**config.mk**
```make
export PLATFORM = sky130hd
export DESIGN_NAME = lru_file_slot_header_check
export DESIGN_NICKNAME = d
export VERILOG_FILES = /design/src/hdl/lfshc_pkg.sv /design/src/hdl/lru_file_slot_header_check.sv
export SDC_FILE = /design/constraint.sdc
export NUM_CORES = 2
export LEC_CHECK = 0
export BUFFER_PORTS_ARGS = -buffer_cell sky130_fd_sc_hd__buf_4
export CORE_MARGIN = 5
export CORE_UTILIZATION = 45
export DETAILED_ROUTE_END_ITERATION = 10
export HOLD_SLACK_MARGIN = 0.15
export MAX_ROUTING_LAYER = met4
export SYNTH_ARGS = -nofsm -noshare
export SYNTH_HDL_FRONTEND = slang
export SYNTH_SLANG_ARGS = --single-unit
```
**constraint.sdc**
```tcl
create_clock -name i_clk -period 18.58 [get_ports i_clk]
set_input_delay 3.716 -clock i_clk [delete_from_list [all_inputs] [get_ports i_clk]]
set_output_delay 3.716 -clock i_clk [all_outputs]
set_load 0.02 [all_outputs]
```
**src/hdl/lfshc_pkg.sv**
```systemverilog
// Shared types and constants for the slot-cached payload header check.
// No dependencies; imported by the top level and its checker.
package lfshc_pkg;

    // Default configuration
    localparam int unsigned DEF_SLOT_COUNT     = 8;
    localparam logic [31:0] DEF_MAX_BLOCK_SIZE = 32'd2000000;

    // Field widths
    localparam int unsigned FILE_W  = 16;
    localparam int unsigned WORD_W  = 32;
    localparam int unsigned STAMP_W = 64;
    localparam int unsigned SLOT_W  = 3;
    localparam int unsigned ADDR_W  = 3;

    // Accepted header magic values
    localparam logic [31:0] MAGIC_MAIN = 32'h24E9_2764;
    localparam logic [31:0] MAGIC_TEST = 32'hFA1A_F9BF;
    localparam logic [31:0] MAGIC_REG  = 32'hAAE8_3F5F;

    // Register index of max_block_size
    localparam logic REG_MAX_BLOCK = 1'b0;

    // Result status codes
    typedef enum logic [2:0] {
        ST_OK      = 3'd0,
        ST_BADREQ  = 3'd1,
        ST_MAPFAIL = 3'd2,
        ST_BEYOND  = 3'd3,
        ST_MAGIC   = 3'd4,
        ST_SIZE    = 3'd5,
        ST_OVERRUN = 3'd6
    } t_status;

    // One slot entry as held in the slot memory
    typedef struct packed {
        logic [FILE_W-1:0]  file;
        logic [WORD_W-1:0]  length;
        logic [STAMP_W-1:0] stamp;
    } t_entry;

endpackage

```
**src/hdl/lru_file_slot_header_check.sv**
```systemverilog
// Top level of the slot-cached payload header check with its slot memory.
// Depends on lfshc_pkg.
//
// Each request names a block file and a payload position. A request with a
// negative file number or a position below 8 is answered in the cycle after
// its transfer and busy stays low. Any other request scans the slots one per
// cycle through the single read port of the slot memory, with busy high
// through the scan, update and check states; the result strobe is shown as
// busy falls, and a new request may be given in the cycle it is shown.
// The result is shown for one cycle only and must be taken then. Slot
// occupancy lives in one flip-flop per slot, cleared by reset, so no clearing
// pass is needed. max_block_size is written through the APB port at byte
// address 0 while the block is idle; the block does not enforce this.
module lru_file_slot_header_check #(
    parameter int unsigned SLOT_COUNT = lfshc_pkg::DEF_SLOT_COUNT
) (
    input  logic                          i_clk,
    input  logic                          i_rst_n,
    // request
    input  logic                          start,
    output logic                          busy,
    input  logic signed [lfshc_pkg::FILE_W-1:0] i_file_number,
    input  logic [lfshc_pkg::WORD_W-1:0]  i_data_pos,
    input  logic [lfshc_pkg::WORD_W-1:0]  i_header_magic,
    input  logic [lfshc_pkg::WORD_W-1:0]  i_header_size,
    input  logic [lfshc_pkg::WORD_W-1:0]  i_file_size,
    input  logic                          i_map_ok,
    // result
    output logic                          o_strobe,
    output logic [2:0]                    o_status,
    output logic                          o_hit,
    output logic [lfshc_pkg::SLOT_W-1:0]  o_slot,
    output logic [lfshc_pkg::WORD_W-1:0]  o_payload_length,
    // configuration
    input  logic                          psel,
    input  logic                          penable,
    input  logic                          pwrite,
    input  logic [lfshc_pkg::ADDR_W-1:0]  paddr,
    input  logic [31:0]                   pwdata,
    output logic [31:0]                   prdata,
    output logic                          pready
);
    import lfshc_pkg::*;

    localparam int unsigned IW    = $clog2(SLOT_COUNT);
    localparam int unsigned CNT_W = IW + 1;

    typedef enum logic [1:0] {
        S_IDLE,
        S_SCAN,
        S_UPDATE,
        S_CHECK
    } t_state;

    t_state              r_state;
    logic [WORD_W-1:0]   r_max_block;

    // captured request
    logic [FILE_W-1:0]   r_fnum;
    logic [WORD_W-1:0]   r_pos;
    logic [WORD_W-1:0]   r_magic;
    logic [WORD_W-1:0]   r_size;
    logic [WORD_W-1:0]   r_fsize;
    logic                r_mapok;

    // scan state
    logic [CNT_W-1:0]    r_rd_idx;
    logic                r_cmp_vld;
    logic [IW-1:0]       r_cmp_idx;
    logic                r_hit_found;
    logic [IW-1:0]       r_hit_idx;
    logic [WORD_W-1:0]   r_hit_len;
    logic                r_emp_found;
    logic [IW-1:0]       r_emp_idx;
    logic [IW-1:0]       r_old_idx;
    logic [STAMP_W-1:0]  r_old_stamp;

    // update results
    logic [STAMP_W-1:0]  r_counter;
    logic [WORD_W-1:0]   r_flen;
    logic [IW-1:0]       r_slot;
    logic                r_mapfail;
    logic [SLOT_COUNT-1:0] r_valid;

    // registered result
    logic                r_strobe;
    t_status             r_status;
    logic                r_hit;
    logic [IW-1:0]       r_out_slot;
    logic [WORD_W-1:0]   r_out_len;

    // slot memory
    t_entry              r_mem [SLOT_COUNT];
    t_entry              r_rd_data;

    logic                in_xfer;
    logic                bad_req;
    logic                rd_en;
    logic [IW-1:0]       victim;
    logic                map_good;
    logic                wr_en;
    t_entry              wr_data;
    logic [STAMP_W-1:0]  n_counter;
    t_status             n_status;
    logic [WORD_W:0]     end_pos;
    logic                cfg_wr;

    assign in_xfer = start && !busy;
    assign bad_req = i_file_number[FILE_W-1] || (i_data_pos < WORD_W'(8));
    assign busy    = (r_state != S_IDLE);
    assign rd_en   = (r_state == S_SCAN) && (r_rd_idx < CNT_W'(SLOT_COUNT));

    // pick the slot for a miss: first empty, else oldest stamp
    assign victim    = r_emp_found ? r_emp_idx : r_old_idx;
    assign map_good  = r_mapok && (r_fsize != '0);
    assign n_counter = r_counter + STAMP_W'(1);
    assign wr_en     = (r_state == S_UPDATE) && (r_hit_found || map_good);
    assign wr_data   = '{file: r_fnum,
                         length: r_hit_found ? r_hit_len : r_fsize,
                         stamp: n_counter};

    // header checks, in priority order
    assign end_pos = {1'b0, r_pos} + {1'b0, r_size};
    always_comb begin
        if (r_mapfail) begin
            n_status = ST_MAPFAIL;
        end else if (r_pos > r_flen) begin
            n_status = ST_BEYOND;
        end else if (r_magic != MAGIC_MAIN && r_magic != MAGIC_TEST &&
                     r_magic != MAGIC_REG) begin
            n_status = ST_MAGIC;
        end else if (r_size == '0 || r_size > r_max_block) begin
            n_status = ST_SIZE;
        end else if (end_pos > {1'b0, r_flen}) begin
            n_status = ST_OVERRUN;
        end else begin
            n_status = ST_OK;
        end
    end

    // slot memory: one read and one write port, registered read
    always_ff @(posedge i_clk) begin
        if (rd_en) begin
            r_rd_data <= r_mem[r_rd_idx[IW-1:0]];
        end
        if (wr_en) begin
            r_mem[r_hit_found ? r_hit_idx : victim] <= wr_data;
        end
    end

    // configuration register
    assign cfg_wr = psel && penable && pwrite && pready;
    assign pready = 1'b1;
    assign prdata = (paddr[2] == REG_MAX_BLOCK) ? r_max_block : '0;

    always_ff @(posedge i_clk) begin
        if (!i_rst_n) begin
            r_max_block <= DEF_MAX_BLOCK_SIZE;
        end else if (cfg_wr && paddr[2] == REG_MAX_BLOCK) begin
            r_max_block <= pwdata;
        end
    end

    // sequencer: capture, scan, update, check
    always_ff @(posedge i_clk) begin
        if (!i_rst_n) begin
            r_state   <= S_IDLE;
            r_strobe  <= 1'b0;
            r_valid   <= '0;
            r_counter <= '0;
            r_cmp_vld <= 1'b0;
        end else begin
            r_strobe  <= 1'b0;
            r_cmp_vld <= rd_en;
            case (r_state)
                S_IDLE: begin
                    if (in_xfer) begin
                        r_fnum      <= i_file_number;
                        r_pos       <= i_data_pos;
                        r_magic     <= i_header_magic;
                        r_size      <= i_header_size;
                        r_fsize     <= i_file_size;
                        r_mapok     <= i_map_ok;
                        r_rd_idx    <= '0;
                        r_hit_found <= 1'b0;
                        r_emp_found <= 1'b0;
                        if (bad_req) begin
                            // reject without touching any slot
                            r_strobe   <= 1'b1;
                            r_status   <= ST_BADREQ;
                            r_hit      <= 1'b0;
                            r_out_slot <= '0;
                            r_out_len  <= '0;
                        end else begin
                            r_state <= S_SCAN;
                        end
                    end
                end
                S_SCAN: begin
                    if (rd_en) begin
                        r_rd_idx  <= r_rd_idx + CNT_W'(1);
                        r_cmp_idx <= r_rd_idx[IW-1:0];
                    end
                    if (r_cmp_vld) begin
                        if (r_valid[r_cmp_idx] && r_rd_data.file == r_fnum &&
                            !r_hit_found) begin
                            r_hit_found <= 1'b1;
                            r_hit_idx   <= r_cmp_idx;
                            r_hit_len   <= r_rd_data.length;
                        end
                        if (!r_valid[r_cmp_idx] && !r_emp_found) begin
                            r_emp_found <= 1'b1;
                            r_emp_idx   <= r_cmp_idx;
                        end
                        // oldest stamp, lowest slot wins a tie
                        if (r_cmp_idx == '0 || r_rd_data.stamp < r_old_stamp) begin
                            r_old_idx   <= r_cmp_idx;
                            r_old_stamp <= r_rd_data.stamp;
                        end
                        if (r_cmp_idx == IW'(SLOT_COUNT - 1)) begin
                            r_state <= S_UPDATE;
                        end
                    end
                end
                S_UPDATE: begin
                    r_mapfail <= 1'b0;
                    if (r_hit_found) begin
                        r_slot    <= r_hit_idx;
                        r_flen    <= r_hit_len;
                        r_counter <= n_counter;
                    end else begin
                        r_slot <= victim;
                        r_flen <= r_fsize;
                        if (map_good) begin
                            r_valid[victim] <= 1'b1;
                            r_counter       <= n_counter;
                        end else begin
                            r_valid[victim] <= 1'b0;
                            r_mapfail       <= 1'b1;
                        end
                    end
                    r_state <= S_CHECK;
                end
                S_CHECK: begin
                    r_strobe   <= 1'b1;
                    r_status   <= n_status;
                    r_hit      <= r_hit_found;
                    r_out_slot <= r_slot;
                    r_out_len  <= (n_status == ST_OK) ? r_size : '0;
                    r_state    <= S_IDLE;
                end
                default: begin
                    r_state <= S_IDLE;
                end
            endcase
        end
    end

    assign o_strobe         = r_strobe;
    assign o_status         = r_status;
    assign o_hit            = r_hit;
    assign o_slot           = SLOT_W'(r_out_slot);
    assign o_payload_length = r_out_len;

endmodule

```
* Yosys cells after proc, flatten, opt, wreduce, memory -nomap -nowiden
Memory sizes are Yosys's and may differ from the RTL's. A register that Yosys moved wholly into a read port is not among the register bits.
Cells that the tools add are included.
** Cells by class
- $add $sub $neg :: 3
- Magnitude comparators :: 9
- Equal/unequal tests :: 16
- Multiplexer cells :: 50
- Bitwise gates (word level) :: 5
- Reductions and logical operators :: 43
** Operator list (number)
- $mux 32 :: 5
- $mux 64 :: 2
- $add 64x1->64 const B :: 1
- $gt 32x32->1 :: 2
- $lt 64x64->1 :: 1
- $ne 32x32->1 const B :: 2
- $pmux 32 s2 :: 1
- $add 32x32->33 :: 1
- $gt 33x32->1 :: 1
- $mux 3 :: 11
- $logic_not 32->1 :: 1
- $lt 32x4->1 const B :: 1
- $ne 32x30->1 const B :: 1
- $reduce_bool 32->1 :: 1
- $reduce_and 4->1 :: 6
- $eq 16x16->1 :: 1
- $mux 1 :: 14
- $logic_and 1x1->1 :: 13
- $pmux 3 s2 :: 2
- $ne 2x2->1 const B :: 5
- $reduce_and 5->1 :: 2
- $and 8x8->8 :: 1
- $lt 3x4->1 const B :: 2
- $mux 2 :: 4
- 24 further kinds :: 45
** Storage, ports and cells
- Flip-flop bits (word level) :: 442
- Memory bits (writable) :: 896
- Bits of input ports :: 186
- Output and inout port bits :: 74
- Word-level logic and storage cells :: 155
- Memories :: 1
** Memory list
- r_mem :: depth 8, bits a word 112, rd ports 1, clocked after memory_dff 1, write ports 1, line lru_file_slot_header_check.sv:93 : t_entry r_mem [SLOT_COUNT];

* Logic depth before layout (Yosys ltp)
- Word-level depth :: 10
- Mapped depth :: 21
- Depth with buffers taken out :: 20

* Worst setup path after synthesis
No wires, ideal clock.
- Path type :: input-to-reg
- From :: in i_rst_n
- To :: reg r_old_idx[0], enable pin
- Library setup time :: 575 ps
- Arrival :: 9178 ps
- Required time :: 18005 ps
- Setup slack :: 8827 ps
- Stages :: 7
- Path buffers :: 1
- Path through :: clkbuf_1 nand3_1 nor2b_1 nor3_1 a21oi_1 o311ai_0 nor3_1
** Between the ends
- Cells in the longest elaborated chain, start to end :: 1
** RTL lines
- from (decl) :: line lru_file_slot_header_check.sv:18 : input logic i_rst_n,
- $reduce_and 4->1 (no source line)
- to (signal assigned) :: line lru_file_slot_header_check.sv:217 : r_old_idx <= r_cmp_idx;
- to (decl) :: line lru_file_slot_header_check.sv:75 : logic [IW-1:0] r_old_idx;
Every way passes these cells.
A chain may end at the register's enable or synchronous reset.

* Worst setup path after layout
- From :: in paddr[2] in the netlist's numbering
- To :: out prdata[12]
** Between the ends
- Cells in the longest elaborated chain, start to end :: 1
** RTL lines
- from (decl) :: line lru_file_slot_header_check.sv:38 : input logic [lfshc_pkg::ADDR_W-1:0] paddr,
- $mux 32 :: line lru_file_slot_header_check.sv:154 : assign prdata = (paddr[2] == REG_MAX_BLOCK) ? r_max_block : '0;
- to (decl) :: line lru_file_slot_header_check.sv:40 : output logic [31:0] prdata,
Every way passes these cells.

==> qor.yml <==
status: "finished clean"
ant_nets: 0
place_congestion: 0.867
hold_violations: 0
hold_class: "flip-flop to flip-flop"
clock-sinks: 1450
ios: 260
cts_resized: 0
via_per_inst: 5.46
seq_area_frac_synth_pct: 71.2
synth_top_cell_by_area: "edfxtp_1"
power_density_nw_per_um2: 123
grt_overflow: 0
wl_mm: 134
reg2reg_depth: 18
die_h_um: 374
htree_levels: 4
dieWidth_um: 374
drt-wirelength-per-cell_um: 23.7
hp-start: "r_rd_data[81]$_DFFE_PP_"
grt_pass1_wl_mm: 203
finalClockSkew_ns: 0.0346
path_max_fanout: 34
synthToLayoutAreaGrowth_pct: 15.5
clk_latency_ns: 0.79
vdd.ir_drop.worst_v: 0.0000870
cts_buffer_depth: 3
drive_above_1_share_pct: 23.7
yosys-top-cells-count: "edfxtp_1 (1342), mux4_2 (226), ha_1 (197)"
fin_crit_sh_pct: 43.0
ff2ff_setup_slack_ns: 12.53
grt_max_degree: 101
yosys_warnings: 0
crit_path_end: "prdata[12]"
synth.most_common_cell: "edfxtp_1"
synth.distinct_cells: 80
core-area_sq_um: 132000
row_count: 133
ys_ff_latch: 1450
r2r_start: "r_size[9]$_DFFE_PP_"
placed_area_sq_um: 63700
ys_top_cells_by_area: "edfxtp_1 (68%), mux4_2 (8.5%), ha_1 (4.1%)"
syn_avg_cell_area_sq_um: 17.3
max_freq_mhz: 125
clkTransAtPathRegs_ns: 0.05
tightest_slew_ns: 1.16
synth_top_area_share_pct: 67.6
crit_start: "paddr[2]"
first_iter_violations: 2341
finalSetupTns_ns: 0
io_buffers: 256
vias: 30900
required_ns: 14.86
grt_usage_pct: 19.7
synth_edf_count: 1342
root_buffer: "clkbuf_16"
rsz0062_at_grt: "no"
fin_crit_ns: 7.99
maxSlewViolCount: 0
hold_buffers: 0
finalSetupViolations: 0
leakagePower_nw: 23.7
synth_nets: 3822
synth_flop_cell: "edfxtp_1"
fin_area_sq_um: 68900
grt_pass1_vias: 31600
dieArea_sq_um: 140000
cts_buffers: 154
initial_core_util_pct: 45.3
cts_setup_buffers: 0
antenna_found_initial: 3
nets: 4162
synth_cells: 3438
worstSetupPathType: "input port to primary output"
cp_data_arrival_time_ns: 4.27
cts_tree: "done"
cap_viol_max_count: 0
synthArstFlopShare_pct: 0
worst_setup_path_start_kind: "input port"
reg2reg_to: "o_payload_length[31]$_SDFFCE_PN0P_"
drc: 0
synthesis.area_sq_um: 59600
cp-end-kind: "primary output"
dpl.hpwl_mm: 81.9
firstDrtPassIters: 6
relSlewSlack_pct: 22.1
final_util_pct: 52.3
==> where the power goes <==
group,total [mW],switching (mW),internal (mW),leakage [nW]
clock,3.08,1.27,1.81,2.47
sequential,3.98,0.108,3.87,13.2
combinational,1.41,0.775,0.634,7.99
==> sequential cells by signal, indices dropped and copies added (netlist names), 64 cells and up, named ones only <==
signal       cells
r_mem          896
r_rd_data      112
r_counter       64
r_old_stamp     64
==> per-layer routing <==
| metal | global-route usage (%) | wire [um] | up-vias |
|---|---|---|---|
| li1 | - | - | 14100 |
| met1 | 27.1 | 60200 | 15800 |
| met2 | 31.2 | 64600 | 824 |
| met3 | 3.62 | 7150 | 171 |
| met4 | 4.13 | 2090 | 0 |
| met5 | - | 0 | - |
==> through the flow <==
stage / hold WS [ns] / total power [mW] / std cells / worst slack (ns)
global placement: 0.401 / 5.47 / 5377 / 10.61
floorplan: 0.400 / 5.05 / 3438 / 8.83
CTS: 0.393 / 8.59 / 5657 / 10.59
detailed placement: 0.405 / 5.48 / 5377 / 10.59
finish: 0.393 / 8.47 / 5660 / 10.59
global route: 0.410 / 8.86 / 5659 / 10.56
==> worst min path at each step <==
stage | endpoint | slack (ns) | cells after the start
finish | r_hit_len[17]$_DFFE_PP_ | 0.39 | 0
global route | r_hit_len[20]$_DFFE_PP_ | 0.41 | 0
CTS | r_hit_len[20]$_DFFE_PP_ | 0.39 | 0
detailed placement | r_hit_len[14]$_DFFE_PP_ | 0.40 | 0
global placement | r_hit_len[19]$_DFFE_PP_ | 0.40 | 0
floorplan | r_hit_len[0]$_DFFE_PP_ | 0.40 | 0
==> logic make-up (layout without fill, tap and decap cells) <==
family	after synthesis	count (layout)	synth area share, %
XOR/XNOR	163	163	2.40
multiplexers	385	385	11.5
AND/OR/NAND/NOR	682	682	5.88
flip-flops	1450	1450	71.2
other	1	4	0.00629
AO/OA/AOI/OAI	284	284	3.00
buffers and inverters	275	739	1.78
adder cells (fa/ha/maj)	198	198	4.17
==> layout make-up <==
type	instances	area [sq um]
Sequential cell	1450	42500
Inverter	159	598
Fill cell	10500	62800
Timing Repair Buffer	300	2260
Clock inverter	76	1020
Antenna cell	3	7.51
Tap cell	1755	2200
Multi-Input combinational cell	1713	16200
Clock buffer	204	4110
==> layout by cell type, fill, tap and decap left out, types with 10 or more instances in the layout <==
cell and instances:
nand2b_1 12, o21bai_1 11, o21a_1 10, nand3_1 73, clkinv_2 18, mux2_2 149, ha_1 197, bufinv_16 17
nand4_1 49, a21oi_1 109, a211oi_1 16, nor2_1 163, nand2_1 154, mux4_2 226, or3_1 11, and3_1 15
dfxtp_1 108, clkinv_1 21, and2_1 58, nor4_1 43, clkbuf_16 155, xnor2_1 97, nor3_1 25, xor2_1 66
o211ai_1 18, buf_4 299, a21o_1 24, edfxtp_1 1342, nor2b_1 13, inv_1 158, clkbuf_1 44, o21ai_0 45
==> critical path: stages <==
cell,delay (ns)
buf_4,0.29
nor2_1,0.09
buf_4,0.17
No activity file was read; power rests on OpenSTA's default activity.
